## src/rtl/psn_pkg.sv

```systemverilog
// ----------------------------------------------------------------------------
// Point-to-segment nearest point package
// Shared widths, payload types and the endpoint selection code for the
// nearest point pipeline.
// ----------------------------------------------------------------------------
package psn_pkg;

	// Input coordinate width and fraction bits of the nearest point.
	localparam int CB = 16;
	localparam int FB = 8;

	// Difference width, product width, squared length width, projection width.
	localparam int DW = CB + 1;
	localparam int PW = 2 * DW;
	localparam int LW = 2 * DW;
	localparam int NW = 2 * DW + 1;

	// Divider operands: magnitude of num * |d|, dividend, quotient bits.
	localparam int MW  = LW + CB;
	localparam int DVW = MW + FB;
	localparam int QW  = CB + FB + 1;

	// Output coordinate width, rounding adder width, squared distance width.
	localparam int OW  = CB + FB;
	localparam int AW  = OW + 2;
	localparam int DSW = 2 * OW + 1;

	// Which point the result is taken from.
	typedef enum logic [1:0] {
		SEL_START,
		SEL_END,
		SEL_FOOT
	} sel_t;

	typedef struct packed {
		logic signed [CB-1:0] point_x;
		logic signed [CB-1:0] point_y;
		logic signed [CB-1:0] seg_start_x;
		logic signed [CB-1:0] seg_start_y;
		logic signed [CB-1:0] seg_end_x;
		logic signed [CB-1:0] seg_end_y;
	} req_t;

	typedef struct packed {
		logic signed [OW-1:0] nearest_x;
		logic signed [OW-1:0] nearest_y;
		logic [DSW-1:0]       dist_squared;
	} result_t;

	// Context that rides along with the divider.
	typedef struct packed {
		sel_t                 sel;
		logic signed [CB-1:0] px;
		logic signed [CB-1:0] py;
		logic signed [CB-1:0] sx;
		logic signed [CB-1:0] sy;
		logic signed [CB-1:0] ex;
		logic signed [CB-1:0] ey;
		logic [LW-1:0]        len2;
		logic                 negx;
		logic                 negy;
	} ctx_t;

endpackage

```

## src/rtl/psn_tail.sv

```systemverilog
// ----------------------------------------------------------------------------
// Rounding, distance and output buffer
// Turns quotient and remainder into the rounded nearest point, squares the
// offsets, and holds results in an output register with a skid entry.
// ----------------------------------------------------------------------------
module psn_tail (
	input  logic                    clk,
	input  logic                    arst_n,
	input  logic                    div_valid,
	input  psn_pkg::ctx_t           div_ctx,
	input  logic [psn_pkg::QW-1:0]  quo_x,
	input  logic [psn_pkg::QW-1:0]  quo_y,
	input  logic [psn_pkg::LW-1:0]  rem_x,
	input  logic [psn_pkg::LW-1:0]  rem_y,
	output logic                    advance,
	output logic                    result_valid,
	input  logic                    result_stall,
	output psn_pkg::result_t        result
);

	logic                              v_s1, v_s2, v_s3, v_s4, v_s5;
	psn_pkg::ctx_t                     ctx_s1, ctx_s2;
	logic signed [psn_pkg::QW:0]       qf_s1   [2];
	logic [psn_pkg::LW-1:0]            r_s1    [2];
	logic signed [psn_pkg::AW-1:0]     a_s2    [2];
	logic                              ge_s2   [2];
	logic                              gt_s2   [2];
	logic signed [psn_pkg::OW-1:0]     nx_s3   [2];
	logic signed [psn_pkg::CB-1:0]     p_s3    [2];
	logic signed [psn_pkg::OW-1:0]     nx_s4   [2];
	logic signed [psn_pkg::OW:0]       rx_s4   [2];
	logic signed [psn_pkg::OW-1:0]     nx_s5   [2];
	logic signed [2*psn_pkg::OW+1:0]   sq_s5   [2];

	logic [psn_pkg::QW-1:0]            quo_w   [2];
	logic [psn_pkg::LW-1:0]            rem_w   [2];
	logic                              neg_w   [2];
	logic signed [psn_pkg::CB-1:0]     s_w     [2];
	logic signed [psn_pkg::CB-1:0]     e_w     [2];
	logic signed [psn_pkg::CB-1:0]     p_w     [2];
	logic signed [psn_pkg::QW:0]       qf_w    [2];
	logic [psn_pkg::LW-1:0]            r_w     [2];
	logic signed [psn_pkg::OW-1:0]     nx_w    [2];
	logic [2*psn_pkg::OW+1:0]          dsum_w;
	psn_pkg::result_t                  res_w;

	logic                              out_v_q, skid_v_q;
	psn_pkg::result_t                  out_q, skid_q;

	// Lane views of the divider results and of the context.
	always_comb begin
		quo_w[0] = quo_x;
		quo_w[1] = quo_y;
		rem_w[0] = rem_x;
		rem_w[1] = rem_y;
		neg_w[0] = div_ctx.negx;
		neg_w[1] = div_ctx.negy;
		s_w[0]   = ctx_s2.sx;
		s_w[1]   = ctx_s2.sy;
		e_w[0]   = ctx_s2.ex;
		e_w[1]   = ctx_s2.ey;
		p_w[0]   = ctx_s2.px;
		p_w[1]   = ctx_s2.py;
	end

	// Floor quotient and remainder of the signed numerator.
	always_comb begin
		for (int l = 0; l < 2; l++) begin
			if (neg_w[l] && rem_w[l] != '0) begin
				qf_w[l] = -$signed({1'b0, quo_w[l]}) - $signed((psn_pkg::QW+1)'(1));
				r_w[l]  = div_ctx.len2 - rem_w[l];
			end else if (neg_w[l]) begin
				qf_w[l] = -$signed({1'b0, quo_w[l]});
				r_w[l]  = rem_w[l];
			end else begin
				qf_w[l] = $signed({1'b0, quo_w[l]});
				r_w[l]  = rem_w[l];
			end
		end
	end

	// Choose the endpoint or the rounded foot; ties round away from zero.
	always_comb begin
		for (int l = 0; l < 2; l++) begin
			case (ctx_s2.sel)
				psn_pkg::SEL_START: nx_w[l] = psn_pkg::OW'(s_w[l]) <<< psn_pkg::FB;
				psn_pkg::SEL_END:   nx_w[l] = psn_pkg::OW'(e_w[l]) <<< psn_pkg::FB;
				psn_pkg::SEL_FOOT: begin
					if (a_s2[l][psn_pkg::AW-1]) begin
						nx_w[l] = psn_pkg::OW'(a_s2[l] + psn_pkg::AW'(gt_s2[l]));
					end else begin
						nx_w[l] = psn_pkg::OW'(a_s2[l] + psn_pkg::AW'(ge_s2[l]));
					end
				end
				default:            nx_w[l] = psn_pkg::OW'(s_w[l]) <<< psn_pkg::FB;
			endcase
		end
	end

	// Result of the last stage as it enters the output buffer.
	always_comb begin
		dsum_w             = sq_s5[0] + sq_s5[1];
		res_w.nearest_x    = nx_s5[0];
		res_w.nearest_y    = nx_s5[1];
		res_w.dist_squared = dsum_w[psn_pkg::DSW-1:0];
	end

	assign advance = !skid_v_q;

	always_ff @(posedge clk or negedge arst_n) begin
		if (!arst_n) begin
			v_s1 <= 1'b0;
			v_s2 <= 1'b0;
			v_s3 <= 1'b0;
			v_s4 <= 1'b0;
			v_s5 <= 1'b0;
		end else if (advance) begin
			v_s1 <= div_valid;
			v_s2 <= v_s1;
			v_s3 <= v_s2;
			v_s4 <= v_s3;
			v_s5 <= v_s4;
		end
	end

	always_ff @(posedge clk) begin
		if (advance) begin
			ctx_s1 <= div_ctx;
			ctx_s2 <= ctx_s1;
			for (int l = 0; l < 2; l++) begin
				qf_s1[l] <= qf_w[l];
				r_s1[l]  <= r_w[l];
				a_s2[l]  <= (psn_pkg::AW'(l == 0 ? ctx_s1.sx : ctx_s1.sy) <<< psn_pkg::FB)
					+ psn_pkg::AW'(qf_s1[l]);
				ge_s2[l] <= {r_s1[l], 1'b0} >= {1'b0, ctx_s1.len2};
				gt_s2[l] <= {r_s1[l], 1'b0} > {1'b0, ctx_s1.len2};
				nx_s3[l] <= nx_w[l];
				p_s3[l]  <= p_w[l];
				nx_s4[l] <= nx_s3[l];
				rx_s4[l] <= ((psn_pkg::OW+1)'(p_s3[l]) <<< psn_pkg::FB)
					- (psn_pkg::OW+1)'(nx_s3[l]);
				nx_s5[l] <= nx_s4[l];
				sq_s5[l] <= rx_s4[l] * rx_s4[l];
			end
		end
	end

	// Output register with one skid entry; the pipeline holds while it is full.
	always_ff @(posedge clk or negedge arst_n) begin
		if (!arst_n) begin
			out_v_q  <= 1'b0;
			skid_v_q <= 1'b0;
		end else if (!out_v_q || !result_stall) begin
			if (skid_v_q) begin
				out_v_q  <= 1'b1;
				skid_v_q <= 1'b0;
			end else begin
				out_v_q <= v_s5;
			end
		end else if (v_s5 && !skid_v_q) begin
			skid_v_q <= 1'b1;
		end
	end

	always_ff @(posedge clk) begin
		if (!out_v_q || !result_stall) begin
			out_q <= skid_v_q ? skid_q : res_w;
		end else if (!skid_v_q) begin
			skid_q <= res_w;
		end
	end

	assign result_valid = out_v_q;
	assign result       = out_q;

`ifndef SYNTH
	// The skid entry is only ever occupied behind a full output register.
	a_skid_behind_out: assert property (@(posedge clk) disable iff (!arst_n)
		skid_v_q |-> out_v_q)
		else $error("skid entry full while output register empty");

	// The skid entry fills only when the output was held by the receiver.
	a_skid_fill: assert property (@(posedge clk) disable iff (!arst_n)
		$rose(skid_v_q) |-> $past(out_v_q && result_stall))
		else $error("skid entry filled without a held output");

	// A drained skid entry moves into the output register.
	a_skid_drain: assert property (@(posedge clk) disable iff (!arst_n)
		skid_v_q && !result_stall |=> out_v_q && !skid_v_q)
		else $error("skid entry not drained into output register");
`endif

endmodule

```

## config.mk

```make
export PLATFORM = sky130hd
export DESIGN_NAME = psn_tail
export DESIGN_NICKNAME = d
export VERILOG_FILES = /design/src/rtl/psn_pkg.sv /design/src/rtl/psn_tail.sv
export SDC_FILE = /design/constraint.sdc
export NUM_CORES = 2
export LEC_CHECK = 0
export BUFFER_PORTS_ARGS = -buffer_cell sky130_fd_sc_hd__buf_2
export CAP_MARGIN = 20
export CORE_ASPECT_RATIO = 0.9
export CORE_MARGIN = 2
export CORE_UTILIZATION = 30
export CTS_BUF_LIST = sky130_fd_sc_hd__clkbuf_4 sky130_fd_sc_hd__clkbuf_8
export DETAILED_ROUTE_END_ITERATION = 16
export PLACE_DENSITY = 0.46
export SYNTH_ARGS = -nofsm -noshare
export SYNTH_HDL_FRONTEND = slang
export SYNTH_SLANG_ARGS = --single-unit
```

## constraint.sdc

```tcl
create_clock -name clk -period 18.19 [get_ports clk]
set_clock_uncertainty 0.05 [all_clocks]
set_input_delay 4.5475 -clock clk [delete_from_list [all_inputs] [get_ports clk]]
set_output_delay 4.5475 -clock clk [all_outputs]
set_load 0.01 [all_outputs]
```

==> results.ini <==
[run_status]
outcome=completed

[synth]
synth-async-reset-ratio=0.007584
yosys.area.top_type=edfxtp_1
synth_top_cell_area_share=0.3244
yosysWarnings=0
synthTopCellsByArea=edfxtp_1 (32%), fa_1 (28%), ha_1 (8.2%)
synth_top_flop_cell=edfxtp_1
synth-edff-count=916
synth_seq_area_share=0.3264
synth.most_common_cell=inv_1
ys_types=96
synth_area_mm2=0.08480
synth_common_cells=inv_1 (1618), fa_1 (1199), edfxtp_1 (916)
ys_ff_latch=923
synth_nets=9743
syn_inst=7732
syn-mean-instance-area_um2=10.97

[setup_path]
worst-r2r-setup-slack_ns=9.75
reg2reg_from=rx_s4[0][4]$_DFFE_PN_
cpMostUsedCell=fa_1
cp-start-kind=register
crit_slowest_cell=o21ai_0
startpoint=rx_s4[0][4]$_DFFE_PN_
worstSetupEndpointType=register
r2r_cells=24
worstPathArrival_ns=9.00
crit_family=adder cells
path_cells=buf_4 -> clkinv_1 -> nor2_1 -> fa_1 -> fa_1 -> inv_1 -> fa_1 -> inv_1 -> fa_1 -> fa_1 -> fa_1 -> inv_1 -> fa_1 -> inv_1 -> ha_1 -> and2_1 -> nand2_1 -> o31ai_1 -> nand3_1 -> o21ai_0 -> o311ai_1 -> a21o_1 -> a41oi_1 -> o311ai_0
timing.rr.end=sq_s5[0][45]$_DFFE_PN_
critPathBufInv=6
crit_type=register to register
path_depth=24
crit_required_ns=18.75
crit_fanout=21
cpPeakStageDelay_ns=0.65

[routing]
drc=0
vias_per_cell=4.614
final_antenna_net_count=0
drt_iter0_markers=3802
wl_per_cell_um=19.39
wl_um=232500
num_vias=55338
first_pass_iters=6

[final_layout]
nets=10135
drive_gt1_frac=0.09821
num-fill-cells=28630
area_delta_synth_final_pct=11.30

[floorplan]
num_rows=185
die_y_um=508.4
core-area_mm2=0.2817
start_util=0.3010
design.portCount=355
dieArea_mm2=0.2869
die_x_um=564.4

[global_route]
antenna_found_initial=21
grt_overflow=0
grt_max_degree=179
grt_pass1_vias=59708
grt_pass1_wl_um=360800
grtUsageTotal=0.1647

[sta]
rsz0062_at_grt=no
maxSlewHeadroom=0.3009
drv_slew=0
tns_ns=0
period_share=0.4641
hold_viol=0
setup_viol=0
worst_pin_slew_ns=1.049
fin_crit_ns=8.442
fmax_mhz=118.5

[cts]
cts_tree=done
cts_hold_buf=0
worstSkewPairLatency_ns=0.94
cts_buffers=178
cts_resized=0
ctsHtreeMaxLevel=4
cts.sinks=923
cts_setup_buffers=0
clk_pin_slew_worst_paths_ns=0.06
cts_buffer_depth=4
clock-root-buffer=clkbuf_8

[worst_hold_path]
min_path_type=register to register
hold_depth=0
min_from=nx_s4[0][36]$_DFFE_PN_
min_to=nx_s5[0][36]$_DFFE_PN_

[placement]
finalWeightedCongestion=0.8803
io_buffers=354
place_hpwl_um=185600

[flow_run]
cap_violations=0

## sequential cells by signal (all words and copies together), names as in the netlist, 2 cells and up
| signal | cells |
|---|---|
| ctx_s1 | 132 |
| ctx_s2 | 98 |
| result | 97 |
| skid_q | 97 |
| sq_s5 | 94 |
| r_s1 | 68 |
| qf_s1 | 52 |
| a_s2 | 50 |
| nx_s3 | 48 |
| nx_s4 | 48 |
| nx_s5 | 48 |
| rx_s4 | 48 |
| p_s3 | 32 |
| ge_s2 | 2 |
| gt_s2 | 2 |
## cells in the final DEF, fill, tap and decap left out, drive strengths merged, types with 32 or more instances in the layout
master / netlist / layout
inv: 1618 / 1620
clkbuf: 202 / 218
mux2: 63 / 63
nor2: 256 / 256
a21oi: 246 / 246
and2: 251 / 251
edfxtp: 916 / 916
and3: 46 / 46
a21o: 136 / 136
buf: 13 / 427
ha: 556 / 556
nand2: 691 / 691
nand4: 49 / 49
xor2: 134 / 134
o21ai: 289 / 289
o21a: 34 / 34
nor2b: 69 / 69
clkinv: 1 / 72
nor4: 32 / 32
nand2b: 57 / 57
nor3: 74 / 74
fa: 1199 / 1199
xnor2: 283 / 283
nand3: 110 / 110
## cells by family after synthesis
logic type                 after synthesis  synth area share
buffers and inverters                 1834           0.08149
xor gates and xnor gates               417           0.04316
AOI/OAI and AO/OA                     1003           0.07490
DFF                                    923            0.3264
adders and majority gates             1755            0.3651
muxes                                   69          0.009074
and+or+nand+nor                       1731           0.09983
## how the worst max path moves through the flow
stage / endpoint / slack (ns)
2_1_floorplan: advance / 4.86
3_3_place_gp: r_s1[0][30]$_DFFE_PN_ / 9.96
3_5_place_dp: sq_s5[0][45]$_DFFE_PN_ / 9.89
4_1_cts: sq_s5[0][45]$_DFFE_PN_ / 9.89
5_1_grt: sq_s5[0][45]$_DFFE_PN_ / 9.30
6_report: sq_s5[0][45]$_DFFE_PN_ / 9.75
## through the flow
stage / setup WS, ns / instance area (µm²) / instances / util / hold WS [ns]
after floorplan: 4.857 / 84800 / 7732 / - / 0.3503
after global placement: 9.960 / 91000 / 11684 / 0.3231 / 0.3505
after detailed placement: 9.889 / 91000 / 11684 / 0.3231 / 0.3545
after CTS: 9.894 / 94360 / 11988 / 0.3350 / 0.3094
after global routing: 9.299 / 94370 / 11991 / 0.3350 / 0.3290
final: 9.748 / 94380 / 11994 / 0.3350 / 0.3235
## cell type report
cell class	instances	area, µm²	area share
Inverter	1619	6086	0.06448
Sequential cell	923	27690	0.2933
Clock buffer	218	2756	0.02921
Timing Repair Buffer	427	2332	0.02471
Tap cell	3740	4679	0.04958
Antenna cell	6	15.01	0.0001591
Clock inverter	86	604.3	0.006403
Multi-Input combinational cell	4975	50220	0.5321
## layer usage
metal	vias up	GRT usage	part of all wire
met5	-	0	0.00035
met4	14	0.03910	0.024
met3	282	0.02365	0.049
met2	1348	0.2671	0.46
met1	27800	0.2313	0.47
li1	25894	-	-
Power is not shown: default switching activity piles up to over one toggle a cycle in this logic, so the estimate is an artifact.
